==> config.mk <==
export PLATFORM = sky130hd
export DESIGN_NAME = bus_slave_frame_receiver
export DESIGN_NICKNAME = d
export VERILOG_FILES = /design/src/sv/bsfr_pkg.sv /design/src/sv/bsfr_store.sv /design/src/sv/bsfr_check.sv /design/src/sv/bus_slave_frame_receiver.sv
export SDC_FILE = /design/constraint.sdc
export NUM_CORES = 1
export LEC_CHECK = 0
export BUFFER_PORTS_ARGS = -buffer_cell sky130_fd_sc_hd__buf_2
export CAP_MARGIN = 0
export CORE_ASPECT_RATIO = 0.7
export CORE_MARGIN = 5
export CORE_UTILIZATION = 28
export CTS_BUF_LIST = sky130_fd_sc_hd__clkbuf_8
export CTS_CLUSTER_DIAMETER = 40
export DETAILED_ROUTE_END_ITERATION = 16
export HOLD_SLACK_MARGIN = 0.02
export PLACE_DENSITY = 0.51
export SYNTH_ARGS = -nofsm -noshare
export SYNTH_HDL_FRONTEND = slang
export SYNTH_SLANG_ARGS = --single-unit
==> constraint.sdc <==
create_clock -name i_clk -period 11.16 [get_ports i_clk]
set_clock_uncertainty 0.15 [all_clocks]
set_input_delay 0.558 -clock i_clk [delete_from_list [all_inputs] [get_ports i_clk]]
set_output_delay 0.558 -clock i_clk [all_outputs]
set_load 0.05 [all_outputs]
==> src/sv/bsfr_pkg.sv <==
// Shared types, event codes, constants and the CRC step for the frame receiver.
`timescale 1ns / 1ps

package bsfr_pkg;

    localparam logic [2:0] FUNC_OWN_ADDR = 3'd0;
    localparam logic [2:0] FUNC_GEN_CALL = 3'd1;
    localparam logic [2:0] FUNC_DATA     = 3'd2;
    localparam logic [2:0] FUNC_STOP     = 3'd3;
    localparam logic [2:0] FUNC_READ     = 3'd4;

    localparam logic [15:0] CRC_SEED   = 16'h1d0f;
    localparam logic [15:0] CRC_POLY   = 16'h1021;
    localparam logic [7:0]  BTN_MARK   = 8'hF5;
    localparam logic [7:0]  START_B4   = 8'h10;
    localparam logic [7:0]  START_B5   = 8'h61;
    localparam logic [7:0]  READ_REPLY = 8'h2F;
    localparam logic [7:0]  SEL_LOW    = 8'h04;
    localparam logic [7:0]  SEL_HIGH   = 8'h07;
    localparam logic [7:0]  SIDE_A     = 8'h03;
    localparam logic [7:0]  SIDE_B     = 8'h04;

    typedef struct packed {
        logic        is_stop;
        logic        len_ok;
        logic        gc;
        logic        ack;
        logic [7:0]  tx;
        logic [15:0] crc2;
        logic [7:0]  b1;
        logic [7:0]  b4;
        logic [7:0]  b5;
        logic [7:0]  b6;
        logic [7:0]  b7;
    } t_stop_req;

    typedef struct packed {
        logic [7:0] buttons;
        logic       startup;
    } t_check_res;

    function automatic logic [15:0] crc_step(input logic [15:0] acc, input logic [7:0] data);
        logic [15:0] r;
        r = acc ^ {data, 8'h00};
        for (int k = 0; k < 8; k++) begin
            if (r[15]) begin
                r = {r[14:0], 1'b0} ^ CRC_POLY;
            end else begin
                r = {r[14:0], 1'b0};
            end
        end
        return r;
    endfunction

endpackage

==> src/sv/bsfr_store.sv <==
// Frame byte memory: one write port, two registered read ports.
`timescale 1ns / 1ps

module bsfr_store #(
    parameter int DEPTH = 32,
    parameter int AW    = 5
) (
    input  logic          i_clk,
    input  logic          i_we,
    input  logic [AW-1:0] i_waddr,
    input  logic [7:0]    i_wdata,
    input  logic          i_re,
    input  logic [AW-1:0] i_raddr_a,
    input  logic [AW-1:0] i_raddr_b,
    output logic [7:0]    o_rdata_a,
    output logic [7:0]    o_rdata_b
);

    logic [7:0] r_mem [DEPTH];
    logic [7:0] r_rd_a;
    logic [7:0] r_rd_b;

    always_ff @(posedge i_clk) begin
        if (i_we) begin
            r_mem[i_waddr] <= i_wdata;
        end
    end

    always_ff @(posedge i_clk) begin
        if (i_re) begin
            r_rd_a <= r_mem[i_raddr_a];
            r_rd_b <= r_mem[i_raddr_b];
        end
    end

    assign o_rdata_a = r_rd_a;
    assign o_rdata_b = r_rd_b;

endmodule

==> src/sv/bsfr_check.sv <==
// Stop-time checks: startup frame match and CRC-guarded button update.
`timescale 1ns / 1ps

module bsfr_check
    import bsfr_pkg::*;
(
    input  t_stop_req  i_req,
    input  logic [7:0] i_tail_hi,
    input  logic [7:0] i_tail_lo,
    input  logic [7:0] i_buttons,
    input  logic       i_startup,
    output t_check_res o_res
);

    logic       crc_ok;
    logic       sel_ok;
    logic       side_ok;
    logic [7:0] sel_off;
    logic [7:0] side_off;
    logic [2:0] bit_pos;
    logic [7:0] mask;
    logic [7:0] addend;

    always_comb begin
        crc_ok   = (i_req.b1 == BTN_MARK) && i_req.len_ok
                   && (i_tail_hi == i_req.crc2[15:8]) && (i_tail_lo == i_req.crc2[7:0]);
        sel_ok   = (i_req.b5 >= SEL_LOW) && (i_req.b5 <= SEL_HIGH);
        side_ok  = (i_req.b6 == SIDE_A) || (i_req.b6 == SIDE_B);
        sel_off  = i_req.b5 - SEL_LOW;
        side_off = i_req.b6 - SIDE_A;
        bit_pos  = {sel_off[1:0], side_off[0]};
        mask     = 8'h01 << bit_pos;
        addend   = i_req.b7 << bit_pos;

        o_res.buttons = i_buttons;
        o_res.startup = i_startup;
        if (i_req.is_stop) begin
            if (i_req.gc && (i_req.b4 == START_B4) && (i_req.b5 == START_B5)) begin
                o_res.startup = 1'b1;
            end
            if (crc_ok && sel_ok && side_ok) begin
                o_res.buttons = (i_buttons & ~mask) + addend;
            end
        end
    end

endmodule

==> src/sv/bus_slave_frame_receiver.sv <==
// Top level of the two-wire slave frame receiver.
// Slave channel: one decoded bus event per beat, event code on tuser, bus byte on tdata.
// Master channel: exactly one result beat per event, in order.
// An accepted event is held in the check stage, then in the output register that drives its result beat.
// Throughput: one event per cycle unless the master side stalls; the frame
// memory has one write port and two read ports, so a data byte is stored and a
// stop reads the two trailing CRC bytes in the cycle of acceptance, the stop
// check following in the next cycle. Index, CRC history and bytes 1, 4, 5, 6, 7
// are held in registers beside the memory.
// Reset (synchronous, active low) clears index, CRC history, flags, buttons and
// the fixed-position byte copies; memory contents are only read after being
// written in the current frame, so it needs no clearing.
// When the master side stalls, the output beat holds, the check stage holds, and
// the slave side keeps accepting until both stages are full.
`timescale 1ns / 1ps

module bus_slave_frame_receiver
    import bsfr_pkg::*;
#(
    parameter int FRAME_DEPTH = 32
) (
    input  logic        i_clk,
    input  logic        i_rst_n,
    input  logic        i_s_tvalid,
    output logic        o_s_tready,
    input  logic [7:0]  i_s_tdata,   // [7:0] bus_byte
    input  logic [2:0]  i_s_tuser,   // [2:0] func
    output logic        o_m_tvalid,
    input  logic        i_m_tready,
    output logic [23:0] o_m_tdata    // [0] ack_next, [8:1] tx_byte, [16:9] buttons,
                                     // [17] startup_flag, [23:18] zero
);

    localparam int IW = $clog2(FRAME_DEPTH + 1);
    localparam int AW = $clog2(FRAME_DEPTH);

    logic [IW-1:0] r_wi;
    logic [IW-1:0] n_wi;
    logic [15:0]   r_crc0, r_crc1, r_crc2;
    logic [15:0]   n_crc0, n_crc1, n_crc2;
    logic          r_gc, n_gc;
    logic [7:0]    r_b1, r_b4, r_b5, r_b6, r_b7;
    logic [7:0]    r_buttons;
    logic          r_startup;

    logic          r_s1_valid;
    t_stop_req     r_s1;
    t_stop_req     n_s1;
    logic          r_out_valid;
    logic [23:0]   r_out_data;

    logic          accept;
    logic          s1_move;
    logic          store_we;
    logic [IW-1:0] idx_m1;
    logic [IW-1:0] idx_m2;
    logic [7:0]    tail_hi;
    logic [7:0]    tail_lo;
    t_check_res    chk;

    logic [2:0]    func;
    logic [7:0]    bus_byte;

    assign func     = i_s_tuser;
    assign bus_byte = i_s_tdata;

    assign s1_move    = r_s1_valid && (!r_out_valid || i_m_tready);
    assign o_s_tready = !r_s1_valid || s1_move;
    assign accept     = i_s_tvalid && o_s_tready;

    assign idx_m1 = r_wi - IW'(1);
    assign idx_m2 = r_wi - IW'(2);

    always_comb begin
        n_wi     = r_wi;
        n_crc0   = r_crc0;
        n_crc1   = r_crc1;
        n_crc2   = r_crc2;
        n_gc     = r_gc;
        store_we = 1'b0;

        n_s1.is_stop = (func == FUNC_STOP);
        n_s1.len_ok  = (r_wi >= IW'(2));
        n_s1.gc      = r_gc;
        n_s1.ack     = 1'b1;
        n_s1.tx      = 8'h00;
        n_s1.crc2    = r_crc2;
        n_s1.b1      = r_b1;
        n_s1.b4      = r_b4;
        n_s1.b5      = r_b5;
        n_s1.b6      = r_b6;
        n_s1.b7      = r_b7;

        unique case (func)
            FUNC_OWN_ADDR, FUNC_GEN_CALL: begin
                n_wi   = '0;
                n_crc0 = crc_step(CRC_SEED, bus_byte);
                n_crc1 = CRC_SEED;
                n_crc2 = CRC_SEED;
                n_gc   = (func == FUNC_GEN_CALL);
            end
            FUNC_DATA: begin
                n_s1.ack = (r_wi < IW'(FRAME_DEPTH - 2));
                if (r_wi < IW'(FRAME_DEPTH)) begin
                    store_we = 1'b1;
                    n_wi     = r_wi + IW'(1);
                    n_crc2   = r_crc1;
                    n_crc1   = r_crc0;
                    n_crc0   = crc_step(r_crc0, bus_byte);
                end
            end
            FUNC_READ: begin
                n_s1.ack = 1'b0;
                n_s1.tx  = READ_REPLY;
            end
            default: begin
            end
        endcase
    end

    bsfr_store #(
        .DEPTH (FRAME_DEPTH),
        .AW    (AW)
    ) u_store (
        .i_clk     (i_clk),
        .i_we      (accept && store_we),
        .i_waddr   (r_wi[AW-1:0]),
        .i_wdata   (bus_byte),
        .i_re      (accept),
        .i_raddr_a (idx_m2[AW-1:0]),
        .i_raddr_b (idx_m1[AW-1:0]),
        .o_rdata_a (tail_hi),
        .o_rdata_b (tail_lo)
    );

    bsfr_check u_check (
        .i_req     (r_s1),
        .i_tail_hi (tail_hi),
        .i_tail_lo (tail_lo),
        .i_buttons (r_buttons),
        .i_startup (r_startup),
        .o_res     (chk)
    );

    always_ff @(posedge i_clk) begin
        if (!i_rst_n) begin
            r_wi   <= '0;
            r_crc0 <= CRC_SEED;
            r_crc1 <= CRC_SEED;
            r_crc2 <= CRC_SEED;
            r_gc   <= 1'b0;
            r_b1   <= 8'h00;
            r_b4   <= 8'h00;
            r_b5   <= 8'h00;
            r_b6   <= 8'h00;
            r_b7   <= 8'h00;
        end else if (accept) begin
            r_wi   <= n_wi;
            r_crc0 <= n_crc0;
            r_crc1 <= n_crc1;
            r_crc2 <= n_crc2;
            r_gc   <= n_gc;
            if (store_we) begin
                if (r_wi == IW'(1)) r_b1 <= bus_byte;
                if (r_wi == IW'(4)) r_b4 <= bus_byte;
                if (r_wi == IW'(5)) r_b5 <= bus_byte;
                if (r_wi == IW'(6)) r_b6 <= bus_byte;
                if (r_wi == IW'(7)) r_b7 <= bus_byte;
            end
        end
    end

    always_ff @(posedge i_clk) begin
        if (!i_rst_n) begin
            r_s1_valid <= 1'b0;
        end else if (accept) begin
            r_s1_valid <= 1'b1;
        end else if (s1_move) begin
            r_s1_valid <= 1'b0;
        end
    end

    always_ff @(posedge i_clk) begin
        if (accept) begin
            r_s1 <= n_s1;
        end
    end

    always_ff @(posedge i_clk) begin
        if (!i_rst_n) begin
            r_buttons   <= 8'h00;
            r_startup   <= 1'b0;
            r_out_valid <= 1'b0;
        end else begin
            if (s1_move) begin
                r_buttons   <= chk.buttons;
                r_startup   <= chk.startup;
                r_out_valid <= 1'b1;
            end else if (i_m_tready) begin
                r_out_valid <= 1'b0;
            end
        end
    end

    always_ff @(posedge i_clk) begin
        if (s1_move) begin
            r_out_data <= {6'b0, chk.startup, chk.buttons, r_s1.tx, r_s1.ack};
        end
    end

    assign o_m_tvalid = r_out_valid;
    assign o_m_tdata  = r_out_data;

endmodule
# ---- Word level (Yosys, flattened, before mapping)
# Memories as Yosys holds them, arrays and structs flattened. A register that Yosys moved wholly into a read port is not among the register bits.
# Index checks and enable logic that the tools add are counted.
dict set report totals {
  regBits 192
  latch_bits 0
  mem_bits_rw 256
  romBits 0
  input_bits 15
  out_inout_bits 26
  mem_count 1
}
# name words word_bits rd rd_clocked_by_memory_dff wr line_no
set memory_table {}
lappend memory_table {u_store.r_mem 32 8 2 2 1 bsfr_store.sv:19} ;# logic [7:0] r_mem [DEPTH];
dict set report op_classes {
  addsub 6
  multipliers 0
  div 0
  n_lt_le_gt_ge 5
  eq_ne 17
  n_shift 2
  n_mux 58
  n_bitwise 20
  reduce_logical 28
}
# op count
set ops {}
lappend ops {{$mux 16} 24}
lappend ops {{$mux 13} 16}
lappend ops {{$pmux 16 s2} 3}
lappend ops {{$not 3->3} 16}
lappend ops {{$eq 6x3->1 const B} 4}
lappend ops {{$reduce_and 3->1} 6}
lappend ops {{$eq 8x8->1} 2}
lappend ops {{$not 8->8} 2}
lappend ops {{$xor 16x16->16} 1}
lappend ops {{$mux 6} 2}
lappend ops {{$pmux 6 s2} 1}
lappend ops {{$logic_and 1x1->1} 11}
lappend ops {{$mux 1} 9}
lappend ops {{$mux 9} 1}
lappend ops {{$add 8x8->8} 1}
lappend ops {{$and 8x8->8} 1}
lappend ops {{$eq 8x2->1 const B} 1}
lappend ops {{$eq 8x3->1 const B} 1}
lappend ops {{$eq 8x5->1 const B} 1}
lappend ops {{$eq 8x7->1 const B} 1}
lappend ops {{$eq 8x8->1 const B} 1}
lappend ops {{$ge 8x3->1 const B} 1}
lappend ops {{$le 8x3->1 const B} 1}
lappend ops {{$mux 8} 1}
lappend ops {{22 further kinds} 28}

# ---- Longest topological paths before layout
dict set report logic_depth {
  word_depth 33
  mapped_depth 13
  ltp_nobuf 11
}

# ---- Modules after synthesis
# From an unflattened synthesis, not the netlist that was laid out.
dict set report unflattened {
  hier_cells 1233
  hier_area_um2 20315.7
}
# mod n_inst cells_each area_per_inst_um2
set modules_own_cells {}
lappend modules_own_cells {bsfr_store 1 532 12368.1}
lappend modules_own_cells {bus_slave_frame_receiver 1 561 6875.3}
lappend modules_own_cells {bsfr_check 1 140 1072.3}

# ---- Least setup slack after synthesis
# No wires, ideal clock.
dict set report synth_timing {
  kind {reg-to-reg}
  start {reg r_wi[1]}
  end {reg u_store.r_rd_b[0], in the netlist u_store.o_rdata_b[0] (read register of u_store.r_mem), data pin}
  setup_ns 0.260
  arrival_time_ns 3.310
  slack_ns 7.441
  path_stages_with_launch 10
  path_cell_list {dfxtp_1 > clkbuf_1 > buf_2 > buf_1 > inv_1 > ha_1 > clkbuf_1 > mux4_2 > mux4_2 > mux2_2}
}
dict set report synth_via {
  elab_chain_len 1
}
# item line_no
set synth_rtl {}
lappend synth_rtl {{start: declaration} bus_slave_frame_receiver.sv:37} ;# logic [IW-1:0] r_wi;
lappend synth_rtl {{start signal: assignment} bus_slave_frame_receiver.sv:158} ;# r_wi <= n_wi;
lappend synth_rtl {{$sub 5x1->5} bus_slave_frame_receiver.sv:71} ;# assign idx_m1 = r_wi - IW'(1);
lappend synth_rtl {{end: declaration} bsfr_store.sv:21} ;# logic [7:0] r_rd_b;
# Every way passes these cells.
# A chain may end at the register's enable or synchronous reset.

# ---- Worst setup path in the final report
dict set report layout_timing {
  start {reg r_wi[0]}
  end {reg u_store.r_rd_b[1], in the netlist u_store.o_rdata_b[1] (read register of u_store.r_mem), data pin}
}
# Same word-level chain as after synthesis.

==> Implementation_results.wiki <==
{| class="wikitable"
! Metric !! Value
|-
| Number of flops mapped to enable cells by yosys || ~340
|-
| Total iterations of the first detailed-routing run || 5
|-
| Final GP Congestion || just over 0.8
|-
| Crit path capture type || flip-flop
|-
| Clock network latency to the later pin of the worst-skew pair || between 600 and 700 ps
|-
| Global-route track usage on met1 || 20.1%
|-
| Number of failing hold endpoints at the final stage || 0
|-
| Starting Density || between 20% and 30%
|-
| GR met2 Demand/Resource || 20.0%
|-
| Half-perimeter wire length of the detailed placement result || approximately 33 mm
|-
| Proportion of synthesized chip area in sequential cells || 61.7%
|-
| Worst-path maximum fanout || 53
|-
| Die Span Y || 235 um
|-
| Die Area || 0.0776 mm^2
|-
| Final-stage net count || 1326
|-
| Hold-critical path endpoint || r_gc$_SDFFE_PN0P_
|-
| Final clock period utilization by the worst path || roughly 38%
|-
| Post-DR wirelength/cell || 23.3 um
|-
| Internal reg-to-reg setup slack || between 6000 and 7000 ps
|-
| Area of the placeable core || 0.0715 mm^2
|-
| Die boundary width || around 330 um
|-
| Setup repair after global routing missed its margin || false
|-
| CTS Root Cell || clkbuf_8
|-
| Maximum number of pins on one net before global-route repair || around 100
|-
| Number of slew-limit violations in the final report || 0
|-
| Count of state elements after synthesis || 450
|-
| Synth warnings || 0
|-
| Data required time of the critical path || between 10000 and 15000 ps
|-
| Fill cell instance count of the final layout || between 6000 and 7000
|-
| Remaining antenna violation count after routing || 0
|-
| End of the worst register-to-register path || u_store.o_rdata_b[1]$_DFFE_PP_
|-
| Mean instance size in the synthesized netlist || between 15 and 20 um^2
|-
| Worst hold path class || in2reg
|-
| Worst hold path depth || 3
|-
| Global routing usage summed across all routing layers || between 10% and 20%
|-
| Synth Instances || 1233
|-
| Number of placed I/O pins || just over 40
|-
| Number of port buffers || 31
|-
| Vias in the first global route || about 11000
|-
| Classification of the worst setup path || reg2reg
|-
| Worst Min Path Start || i_s_tuser[0]
|-
| Worst slew margin relative to its limit || between 20% and 30%
|-
| Dominant register cell in the synthesized netlist || edfxtp_1
|-
| Clock buffers created by TritonCTS || 84
|-
| Routed vias/inst || 4.92
|-
| Starting DRC count in detailed routing || between 1000 and 1500
|-
| Post CTS Setup Buffer Count || 0
|-
| Total routed wirelength || 54.3 mm
|-
| Power per standard cell area || 156 mW/mm^2
|-
| Clock tree buffer depth || 3
|-
| Time the worst path needs with I/O delays and setup || around 4300 ps
|-
| Via count || about 11000
|-
| Worst Reg-to-Reg Cells || 6
|-
| Type of origin of the critical path || flip-flop
|-
| Post-synthesis instance area || approximately 0.020 mm^2
|-
| Leak pwr || roughly 0.0074 uW
|-
| Count of unique library cells instantiated by Yosys || 56
|-
| Global-route wire length before repair || between 70 and 80 mm
|-
| Setup TNS || 0 ps
|-
| Met3 capacity usage during global routing || under 10%
|-
| Grt total ovfl || 0
|-
| TritonCTS clock tree || yes
|-
| Highest clock rate || 233 MHz
|-
| Clock transition at the register clock pins on the worst setup and hold paths after CTS || roughly 60 ps
|-
| Antenna violations before repair || 3
|-
| Maximum Capacitance Violations || 0
|-
| Synth async-reset ratio || 0%
|-
| Number of buffers inserted for hold repair after clock tree synthesis || 1
|-
| Ratio of cells with drive above 1 in the final layout || roughly 29%
|-
| Worst r2r src || r_wi[0]$_SDFFE_PN0P_
|-
| Busiest metal layer after global routing || met1
|-
| Worst EP arrival || 4550 ps
|-
| # rows || 82
|-
| DRC violation count after routing || 0
|-
| # clock sinks || 450
|-
| Tightest Pin Transition || about 1200 ps
|-
| Area Growth Syn to Fin || 14.5%
|-
| IR drop worst, VDD || roughly 0.087 mV
|-
| Final setup fails || 0
|-
| Result of the run || completed
|-
| Finished Core Util || between 30% and 40%
|-
| H-tree level count || 3
|-
| Number of resized instances in the post-cts repair step || 0
|}
## state kept, by name, summed over array words and instances (netlist names), 11 cells and up
signal	flops
r_crc0	16
o_m_tdata	11
r_s1	61
u_store.r_mem	256
r_crc2	16
r_crc1	16
## report_power, final
part / switching (uW) / internal, uW / leakage, uW
combinational: 111 / 70.6 / 0.00250
sequential: 18.5 / 1820 / 0.00402
clock: 712 / 861 / 0.000918
## cell usage after synthesis (16+ instances only)
| master | count | area share (%) |
|---|---|---|
| edfxtp_1 | 344 | 51 |
| mux4_2 | 162 | 18 |
| dfxtp_1 | 106 | 11 |
| nand2_1 | 77 | 1.4 |
| clkbuf_1 | 51 | 0.95 |
| nor2_1 | 51 | 0.95 |
| nor2b_1 | 50 | 1.6 |
| xnor2_1 | 44 | 1.9 |
| mux2i_1 | 36 | 1.8 |
| o21ai_0 | 26 | 0.65 |
| mux2_2 | 25 | 1.4 |
| xor2_1 | 23 | 1.0 |
| a21boi_0 | 22 | 0.82 |
| buf_2 | 20 | 0.50 |
| o22ai_1 | 17 | 0.53 |
| inv_1 | 16 | 0.30 |
## per-stage QoR
step	cells	worst slack (ps)	hold WS, ps	power [uW]	area (um^2)
3_3_place_gp	2175	6780	254	2050	21400
6_report	2328	6860	92.3	3590	23100
2_1_floorplan	1241	7440	250	2000	20200
4_1_cts	2326	6760	22.9	3640	23100
3_5_place_dp	2175	6730	260	2060	21400
5_1_grt	2327	6560	60.1	3740	23100
## layer usage
layer  vias to the layer above  wire, um  part of all wire [%]
met4                         2      1130                   2.1
met5                         -        13                 0.024
met2                       461     23300                    43
li1                       4968         -                     -
met3                        73      5470                    10
met1                      5940     24400                    45
## worst max-delay path, cell delays in order, from the launching register on
cell,delay [ps]
dfxtp_4,810
inv_1,210
ha_4,510
buf_4,890
mux4_2,610
mux4_2,550
mux2_2,290
## placed cells by master (no fill, tap or decap), types with 13 or more instances in the layout
master	Yosys	final
nand2_1	77	77
clkinv_1	0	13
edfxtp_1	344	344
o22ai_1	17	17
xnor2_1	44	41
mux4_2	162	162
a21boi_0	22	22
buf_4	14	29
dfxtp_1	106	104
o21ai_0	26	26
ha_1	14	13
a22oi_1	14	14
mux2_2	25	25
buf_2	20	31
nor2b_1	50	50
mux2i_1	36	36
inv_1	16	37
xor2_1	23	21
clkbuf_8	0	93
nor2_1	51	44
## area by class of cell
| type | instances | area (um^2) | share of cell area (%) |
|---|---|---|---|
| antenna | 2 | 5.00 | 0.0217 |
| multi-input combinational | 683 | 7320 | 31.7 |
| clock buffer | 93 | 1280 | 5.54 |
| sequential | 450 | 12500 | 54.0 |
| clock inverter | 57 | 373 | 1.61 |
| timing repair buffer | 61 | 383 | 1.66 |
| inverter | 16 | 61.3 | 0.265 |
| tap | 966 | 1210 | 5.23 |
## cells by family (layout without fill, tap and decap cells)
kind of cell	after synthesis	count (layout)	share of synthesized area, %
buf+inv	108	227	2.51
flops	450	450	61.7
other cells	1	11	0.0186
fa+ha+maj	15	15	0.968
simple gates	246	246	6.46
xor+xnor	67	67	2.91
compound gates	123	123	4.14
mux	223	223	21.3
## worst max-delay path by stage
stage	startpoint	to	slack [ps]	cells after the start
6_report	r_wi[0]$_SDFFE_PN0P_	u_store.o_rdata_b[1]$_DFFE_PP_	6860	6
5_1_grt	r_wi[0]$_SDFFE_PN0P_	u_store.o_rdata_b[1]$_DFFE_PP_	6560	6
4_1_cts	r_wi[0]$_SDFFE_PN0P_	u_store.o_rdata_b[1]$_DFFE_PP_	6760	6
3_5_place_dp	r_wi[0]$_SDFFE_PN0P_	u_store.o_rdata_b[1]$_DFFE_PP_	6730	6
3_3_place_gp	r_wi[0]$_SDFFE_PN0P_	u_store.o_rdata_b[1]$_DFFE_PP_	6780	6
2_1_floorplan	r_wi[1]$_SDFFE_PN0P_	u_store.o_rdata_b[0]$_DFFE_PP_	7440	9
(Power assumes the default switching activity.)
